==> src/sv/atsg_pkg.sv <==
package atsg_pkg;

    localparam int IDX_W    = 32;
    localparam int RATE_W   = 18;
    localparam int VAL_W    = 14;
    localparam int FREQ_W   = 11;
    localparam int PROD_W   = IDX_W + FREQ_W;
    localparam int BND_W    = 26;
    localparam int SCALED_W = 42;

    localparam int DIGIT_W    = 4;
    localparam int MOD_STAGES = (PROD_W + DIGIT_W - 1) / DIGIT_W;
    localparam int MOD_W      = MOD_STAGES * DIGIT_W;

    // input, boundary, frequency, product, modulo stages, output
    localparam int LATENCY = 5 + MOD_STAGES;

    localparam int CFG_IDX_W = 1;
    localparam logic [CFG_IDX_W-1:0] REG_TONE_KIND   = 1'b0;
    localparam logic [CFG_IDX_W-1:0] REG_SAMPLE_RATE = 1'b1;

    localparam logic [RATE_W-1:0] RATE_RESET = RATE_W'(48000);

    localparam int MS_SEG1 = 60;
    localparam int MS_GAP  = 90;
    localparam int MS_LOW  = 120;
    localparam int MS_CRIT = 180;
    localparam int MS_PER_S = 1000;

    localparam logic [FREQ_W-1:0] FREQ_OFF  = FREQ_W'(0);
    localparam logic [FREQ_W-1:0] FREQ_1200 = FREQ_W'(1200);
    localparam logic [FREQ_W-1:0] FREQ_880  = FREQ_W'(880);
    localparam logic [FREQ_W-1:0] FREQ_660  = FREQ_W'(660);

    localparam logic signed [VAL_W-1:0] AMP_POS = VAL_W'(6000);
    localparam logic signed [VAL_W-1:0] AMP_NEG = -VAL_W'(6000);
    localparam logic signed [VAL_W-1:0] AMP_OFF = VAL_W'(0);

    typedef enum logic [1:0] {
        TONE_NONE     = 2'd0,
        TONE_LOW      = 2'd1,
        TONE_CRITICAL = 2'd2
    } tone_t;

    typedef struct packed {
        logic valid;
        logic silent;
    } ctl_t;

    // one restoring remainder step per dividend bit, most significant first
    function automatic logic [RATE_W-1:0] mod_digit(
        input logic [RATE_W-1:0]  rem,
        input logic [DIGIT_W-1:0] dig,
        input logic [RATE_W-1:0]  divisor
    );
        logic [RATE_W:0]   t;
        logic [RATE_W-1:0] r;
        r = rem;
        for (int i = DIGIT_W - 1; i >= 0; i--)
        begin
            t = {r, dig[i]};
            if (t >= {1'b0, divisor})
            begin
                t = t - {1'b0, divisor};
            end
            r = t[RATE_W-1:0];
        end
        return r;
    endfunction

endpackage

==> src/sv/atsg_mod_pipe.sv <==
module atsg_mod_pipe (
    input  logic                        clk,
    input  logic                        rst_n,
    input  atsg_pkg::ctl_t              in_ctl,
    input  logic [atsg_pkg::MOD_W-1:0]  dividend,
    input  logic [atsg_pkg::RATE_W-1:0] divisor,
    output atsg_pkg::ctl_t              out_ctl,
    output logic [atsg_pkg::RATE_W-1:0] remainder
);
    import atsg_pkg::*;

    ctl_t              ctl_reg [MOD_STAGES];
    logic [MOD_W-1:0]  dvd_reg [MOD_STAGES];
    logic [RATE_W-1:0] rem_reg [MOD_STAGES];

    ctl_t              ctl_next [MOD_STAGES];
    logic [MOD_W-1:0]  dvd_next [MOD_STAGES];
    logic [RATE_W-1:0] rem_next [MOD_STAGES];

    // each stage consumes the top digit of the remaining dividend
    always_comb
    begin
        for (int s = 0; s < MOD_STAGES; s++)
        begin
            if (s == 0)
            begin
                ctl_next[s] = in_ctl;
                rem_next[s] = mod_digit('0, dividend[MOD_W-1 -: DIGIT_W], divisor);
                dvd_next[s] = dividend << DIGIT_W;
            end
            else
            begin
                ctl_next[s] = ctl_reg[s-1];
                rem_next[s] = mod_digit(rem_reg[s-1], dvd_reg[s-1][MOD_W-1 -: DIGIT_W],
                                        divisor);
                dvd_next[s] = dvd_reg[s-1] << DIGIT_W;
            end
        end
    end

    always_ff @(posedge clk or negedge rst_n)
    begin
        if (!rst_n)
        begin
            for (int s = 0; s < MOD_STAGES; s++)
            begin
                ctl_reg[s] <= '0;
            end
        end
        else
        begin
            for (int s = 0; s < MOD_STAGES; s++)
            begin
                ctl_reg[s] <= ctl_next[s];
            end
        end
    end

    always_ff @(posedge clk)
    begin
        for (int s = 0; s < MOD_STAGES; s++)
        begin
            dvd_reg[s] <= dvd_next[s];
            rem_reg[s] <= rem_next[s];
        end
    end

    assign out_ctl   = ctl_reg[MOD_STAGES-1];
    assign remainder = rem_reg[MOD_STAGES-1];

endmodule

==> src/sv/alert_tone_square_wave_generator.sv <==
// Square-wave alert tone generator. One request (start, sample_index) is taken
// every clock cycle; busy never rises. The matching sample appears on
// sample_value with done high exactly 16 cycles after the request, in request
// order, and must be taken in that cycle. The latency is set by the phase
// modulo, a restoring remainder pipeline of 11 stages retiring four product
// bits each, behind four stages for boundary scaling, segment selection and
// the index-by-frequency multiply, and one output register. Configuration
// writes take effect at once and are to be made only with no request in flight.
module alert_tone_square_wave_generator (
    input  logic                                 clk,
    input  logic                                 rst_n,
    input  logic                                 start,
    output logic                                 busy,
    input  logic [atsg_pkg::IDX_W-1:0]           sample_index,
    output logic                                 done,
    output logic signed [atsg_pkg::VAL_W-1:0]    sample_value,
    input  logic                                 cfg_we,
    input  logic [atsg_pkg::CFG_IDX_W-1:0]       cfg_index,
    input  logic [atsg_pkg::RATE_W-1:0]          cfg_data
);
    import atsg_pkg::*;

    tone_t             tone_kind_reg;
    logic [RATE_W-1:0] sample_rate_reg;

    always_ff @(posedge clk or negedge rst_n)
    begin
        if (!rst_n)
        begin
            tone_kind_reg   <= TONE_NONE;
            sample_rate_reg <= RATE_RESET;
        end
        else if (cfg_we)
        begin
            unique case (cfg_index)
                REG_TONE_KIND:   tone_kind_reg   <= tone_t'(cfg_data[1:0]);
                REG_SAMPLE_RATE: sample_rate_reg <= cfg_data;
                default:         ;
            endcase
        end
    end

    assign busy = 1'b0;

    // stage 0: capture
    logic             v0_reg;
    logic [IDX_W-1:0] idx0_reg;

    // stage 1: scaled index and segment boundaries (ms * rate)
    logic                v1_reg;
    logic [IDX_W-1:0]    idx1_reg;
    logic [SCALED_W-1:0] scaled_reg;
    logic [BND_W-1:0]    b60_reg, b90_reg, b120_reg, b180_reg;

    // stage 2: frequency choice
    logic              v2_reg;
    logic [IDX_W-1:0]  idx2_reg;
    logic [FREQ_W-1:0] freq_reg;
    logic [FREQ_W-1:0] freq_next;

    // stage 3: phase product
    ctl_t              ctl3_reg;
    logic [MOD_W-1:0]  prod_reg;

    ctl_t              mod_ctl;
    logic [RATE_W-1:0] phase;

    logic                     done_reg;
    logic signed [VAL_W-1:0]  value_reg;
    logic signed [VAL_W-1:0]  value_next;

    // idx >= floor(X / 1000)  <=>  idx * 1000 + 999 >= X
    logic ge60, ge90, ge120, ge180;
    assign ge60  = scaled_reg >= SCALED_W'(b60_reg);
    assign ge90  = scaled_reg >= SCALED_W'(b90_reg);
    assign ge120 = scaled_reg >= SCALED_W'(b120_reg);
    assign ge180 = scaled_reg >= SCALED_W'(b180_reg);

    always_comb
    begin
        freq_next = FREQ_OFF;
        unique case (tone_kind_reg)
            TONE_LOW:
            begin
                if (!ge120)
                begin
                    freq_next = ge60 ? FREQ_660 : FREQ_880;
                end
            end
            TONE_CRITICAL:
            begin
                priority if (ge180) freq_next = FREQ_OFF;
                else if (!ge60)     freq_next = FREQ_1200;
                else if (!ge90)     freq_next = FREQ_OFF;
                else                freq_next = FREQ_880;
            end
            default: freq_next = FREQ_OFF;
        endcase
    end

    always_ff @(posedge clk or negedge rst_n)
    begin
        if (!rst_n)
        begin
            v0_reg   <= 1'b0;
            v1_reg   <= 1'b0;
            v2_reg   <= 1'b0;
            ctl3_reg <= '0;
            done_reg <= 1'b0;
        end
        else
        begin
            v0_reg          <= start && !busy;
            v1_reg          <= v0_reg;
            v2_reg          <= v1_reg;
            ctl3_reg.valid  <= v2_reg;
            ctl3_reg.silent <= (freq_reg == FREQ_OFF) || (sample_rate_reg == '0);
            done_reg        <= mod_ctl.valid;
        end
    end

    always_ff @(posedge clk)
    begin
        idx0_reg   <= sample_index;
        idx1_reg   <= idx0_reg;
        scaled_reg <= SCALED_W'(idx0_reg) * SCALED_W'(MS_PER_S) + SCALED_W'(MS_PER_S - 1);
        b60_reg    <= BND_W'(sample_rate_reg) * BND_W'(MS_SEG1);
        b90_reg    <= BND_W'(sample_rate_reg) * BND_W'(MS_GAP);
        b120_reg   <= BND_W'(sample_rate_reg) * BND_W'(MS_LOW);
        b180_reg   <= BND_W'(sample_rate_reg) * BND_W'(MS_CRIT);
        idx2_reg   <= idx1_reg;
        freq_reg   <= freq_next;
        prod_reg   <= MOD_W'(PROD_W'(idx2_reg) * PROD_W'(freq_reg));
        value_reg  <= value_next;
    end

    atsg_mod_pipe u_mod (
        .clk       (clk),
        .rst_n     (rst_n),
        .in_ctl    (ctl3_reg),
        .dividend  (prod_reg),
        .divisor   (sample_rate_reg),
        .out_ctl   (mod_ctl),
        .remainder (phase)
    );

    always_comb
    begin
        if (mod_ctl.silent)
        begin
            value_next = AMP_OFF;
        end
        else if (phase < (sample_rate_reg >> 1))
        begin
            value_next = AMP_POS;
        end
        else
        begin
            value_next = AMP_NEG;
        end
    end

    assign done         = done_reg;
    assign sample_value = value_reg;

    a_latency: assert property (@(posedge clk) disable iff (!rst_n)
        (start && !busy) |-> ##LATENCY done)
        else $error("request did not complete after the pipeline latency");

    a_no_spurious: assert property (@(posedge clk) disable iff (!rst_n)
        done |-> $past(start && !busy, LATENCY))
        else $error("result without a matching request");

    a_levels: assert property (@(posedge clk) disable iff (!rst_n)
        done |-> (sample_value == AMP_POS || sample_value == AMP_NEG
                  || sample_value == AMP_OFF))
        else $error("sample outside the three tone levels");

endmodule

==> config.mk <==
export PLATFORM = sky130hd
export DESIGN_NAME = alert_tone_square_wave_generator
export DESIGN_NICKNAME = d
export VERILOG_FILES = /design/src/sv/atsg_pkg.sv /design/src/sv/atsg_mod_pipe.sv /design/src/sv/alert_tone_square_wave_generator.sv
export SDC_FILE = /design/constraint.sdc
export NUM_CORES = 2
export LEC_CHECK = 0
export BUFFER_PORTS_ARGS = -buffer_cell sky130_fd_sc_hd__buf_4
export CAP_MARGIN = 20
export CORE_ASPECT_RATIO = 1.5
export CORE_MARGIN = 3
export CORE_UTILIZATION = 35
export CTS_CLUSTER_SIZE = 20
export DETAILED_ROUTE_END_ITERATION = 6
export REMOVE_ABC_BUFFERS = 1
export SYNTH_ARGS = -nofsm -noshare
export SYNTH_HDL_FRONTEND = slang
export SYNTH_SLANG_ARGS = --single-unit
==> constraint.sdc <==
create_clock -name clk -period 16.67 [get_ports clk]
set_clock_uncertainty 0.05 [all_clocks]
set_input_delay 3.334 -clock clk [delete_from_list [all_inputs] [get_ports clk]]
set_output_delay 3.334 -clock clk [all_outputs]
set_load 0.02 [all_outputs]
==> results.cfg <==
[outcome]
status = finished clean

[global_route]
grt_antenna_before_repair = 10
grt_pass1_vias = 67300
overflow = 0
top_usage_layer = met2
grt_pass1_wl_um = 362000
use_met1_pct = 20.9
grt_start_max_net_pins = 49
grt.met3_usage_pct = 2.22
grt_use_total_pct = 20.2
grtUsageMet2_pct = 38.7

[synthesis]
syn-cell-area_mm2 = 0.0762
synth_ff_type = dfxtp_1
netlist_instances = 8745
synth_cell_types = 96
synth_edf_count = 0
avgSynthCellArea_um2 = 8.72
yosysSeqAreaShare_pct = 18.1
async_flop_share_pct = 7.11
synth_warnings = 0
synth_seq_cells = 675

[finish]
fin_cells = 11800
final_cell_mix = 1,168 x ha_1, 733 x inv_1, 647 x a21oi_1, 627 x dfxtp_1, 584 x nand2_1
largest_register_ffs = 200
fillers = 21600
postLayoutCoreUtil_pct = 38.6
drive_gt1_share_pct = 8.53
seq_area_mm2 = 0.0138
finalNetCount = 10500
final_common_cell = ha_1
multi_input_area_mm2 = 0.0591
syn_to_final_growth_pct = 9.42

[floorplanning]
rows = 209
die_y_um = 578
die_w_um = 387
initial_core_util_pct = 35.2
num_io_pins = 71
die_area_mm2 = 0.224
coreArea_mm2 = 0.216

[placement]
dpl.cell_count = 11600
place_ws_ns = 3.04
io_buffers = 65
place_congestion = 0.944
hpwl_um = 185000

[setup_path]
critPathMaxFanout = 32
crit_path_top_delay_cell = a2111oi_0
crit_type = flip-flop to flip-flop
worstSetupStartpointType = flip-flop
critPathArrivalTime_ns = 14.46
endpoint_kind = flip-flop
required_ns = 17.20
max_stage_delay_ns = 0.87

[drt]
vias = 64100
ant_nets = 0
routed_wl_um = 231000
drtPass1Iterations = 7
dr.first_iter.drc_count = 2890
vias_per_cell = 5.45
drc = 0
route.detailed.wl_per_inst_um = 19.7

[sta]
setup_violations = 0
rsz0062_at_grt = false
fmax_ghz = 0.0718
maxSlewHeadroom_pct = 24.1
setup_tns_ns = 0
finalHoldViolations = 0
period_minus_slack_ns = 13.93
report.final.slew_viol_count = 0
worst_slew_pin_slew_ns = 1.13
post-route-period-util_pct = 83.6
worst_slack_ns = 2.74

[clock_network]
ctsResizeCount = 0
cts_setup_buffers = 0
hold_buffers = 0
cts_sinks = 675
cts_root_buf = clkbuf_16
numCtsBuffers = 80
h-tree-depth = 3
clock_latency_ns = 0.71
clkTransAtPathRegs_ns = 0.06
cts_tree = built
clk_path_buf_depth = 3

[hold_path]
hold_path_class = flip-flop to flip-flop

[job]
maxCapViolCount = 0
-- through the flow --
step           hold slack (ns)  cell area [µm²]
3_5_place_dp             0.262            80500
3_3_place_gp             0.260            80500
4_1_cts                  0.260            83400
6_report                 0.249            83400
2_1_floorplan            0.260            75600
5_1_grt                  0.258            83400
-- cells in the mapped netlist, types with 146 or more instances --
master / n / area, µm²
inv_1: 750 / 2820
a21o_1: 368 / 2760
xor2_1: 237 / 2080
nor2b_1: 146 / 913
mux2_2: 370 / 4170
nor2_1: 545 / 2050
nand2_1: 584 / 2190
and2_1: 157 / 982
ha_1: 1168 / 14600
fa_1: 403 / 8070
xnor2_1: 481 / 4210
o21ai_0: 535 / 2680
dfxtp_1: 627 / 12600
a21oi_1: 647 / 3240
-- final timing paths --
path / slack (ns) / cells after the start / endpoint / from
max: 2.74 / 48 / u_mod.rem_reg[4][2] / sample_rate_reg[15]
min: 0.25 / 0 / u_mod.dvd_reg[0][38] / prod_reg[38]
max reg2reg: 2.74 / 48 / u_mod.rem_reg[4][2] / sample_rate_reg[15]
min reg2reg: 0.25 / 0 / u_mod.dvd_reg[0][38] / prod_reg[38]
max in group asynchronous: 13.28 / 1 / sample_rate_reg[1] / rst_n
min in group asynchronous: 2.64 / 1 / u_mod.out_ctl[0] / rst_n
-- critical path: cells and delay by family, from the launching register on --
family	cells	cell delay (ns)
AOI/OAI and AO/OA	27	7.57
buffers and inverters	8	2.23
adders and majority gates	4	1.25
muxes	3	1.19
and+or+nand+nor	6	0.76
DFF	1	0.70
-- cell families after synthesis --
family,Yosys count,synth area share (%)
adder cells (fa/ha/maj),1571,29.8
XOR/XNOR,718,8.25
flip-flops,675,18.1
AO/OA/AOI/OAI,2289,19.3
AND/OR/NAND/NOR,2162,13.8
buffers and inverters,896,4.51
other,1,0.00492
multiplexers,433,6.31
-- layout make-up --
type / count / share of cell area [%]
multi-input cells: 7178 / 70.9
flip-flops and latches: 675 / 16.5
well taps: 2848 / 4.27
inverters: 754 / 3.41
clock buffers: 98 / 2.55
repair buffers: 150 / 1.41
clock inverters: 47 / 0.975
diodes: 6 / 0.0180
-- routing by layer --
layer  wire length [µm]  up-vias  share of wire, %
met2             120000     1451                52
met3               8080      659               3.5
li1                   -    31200                 -
met5                  0        -                 0
met1              86500    30800                37
met4              16700        0               7.2
Power is not shown: default switching activity piles up to over one toggle a cycle in this logic, so the estimate is an artifact.
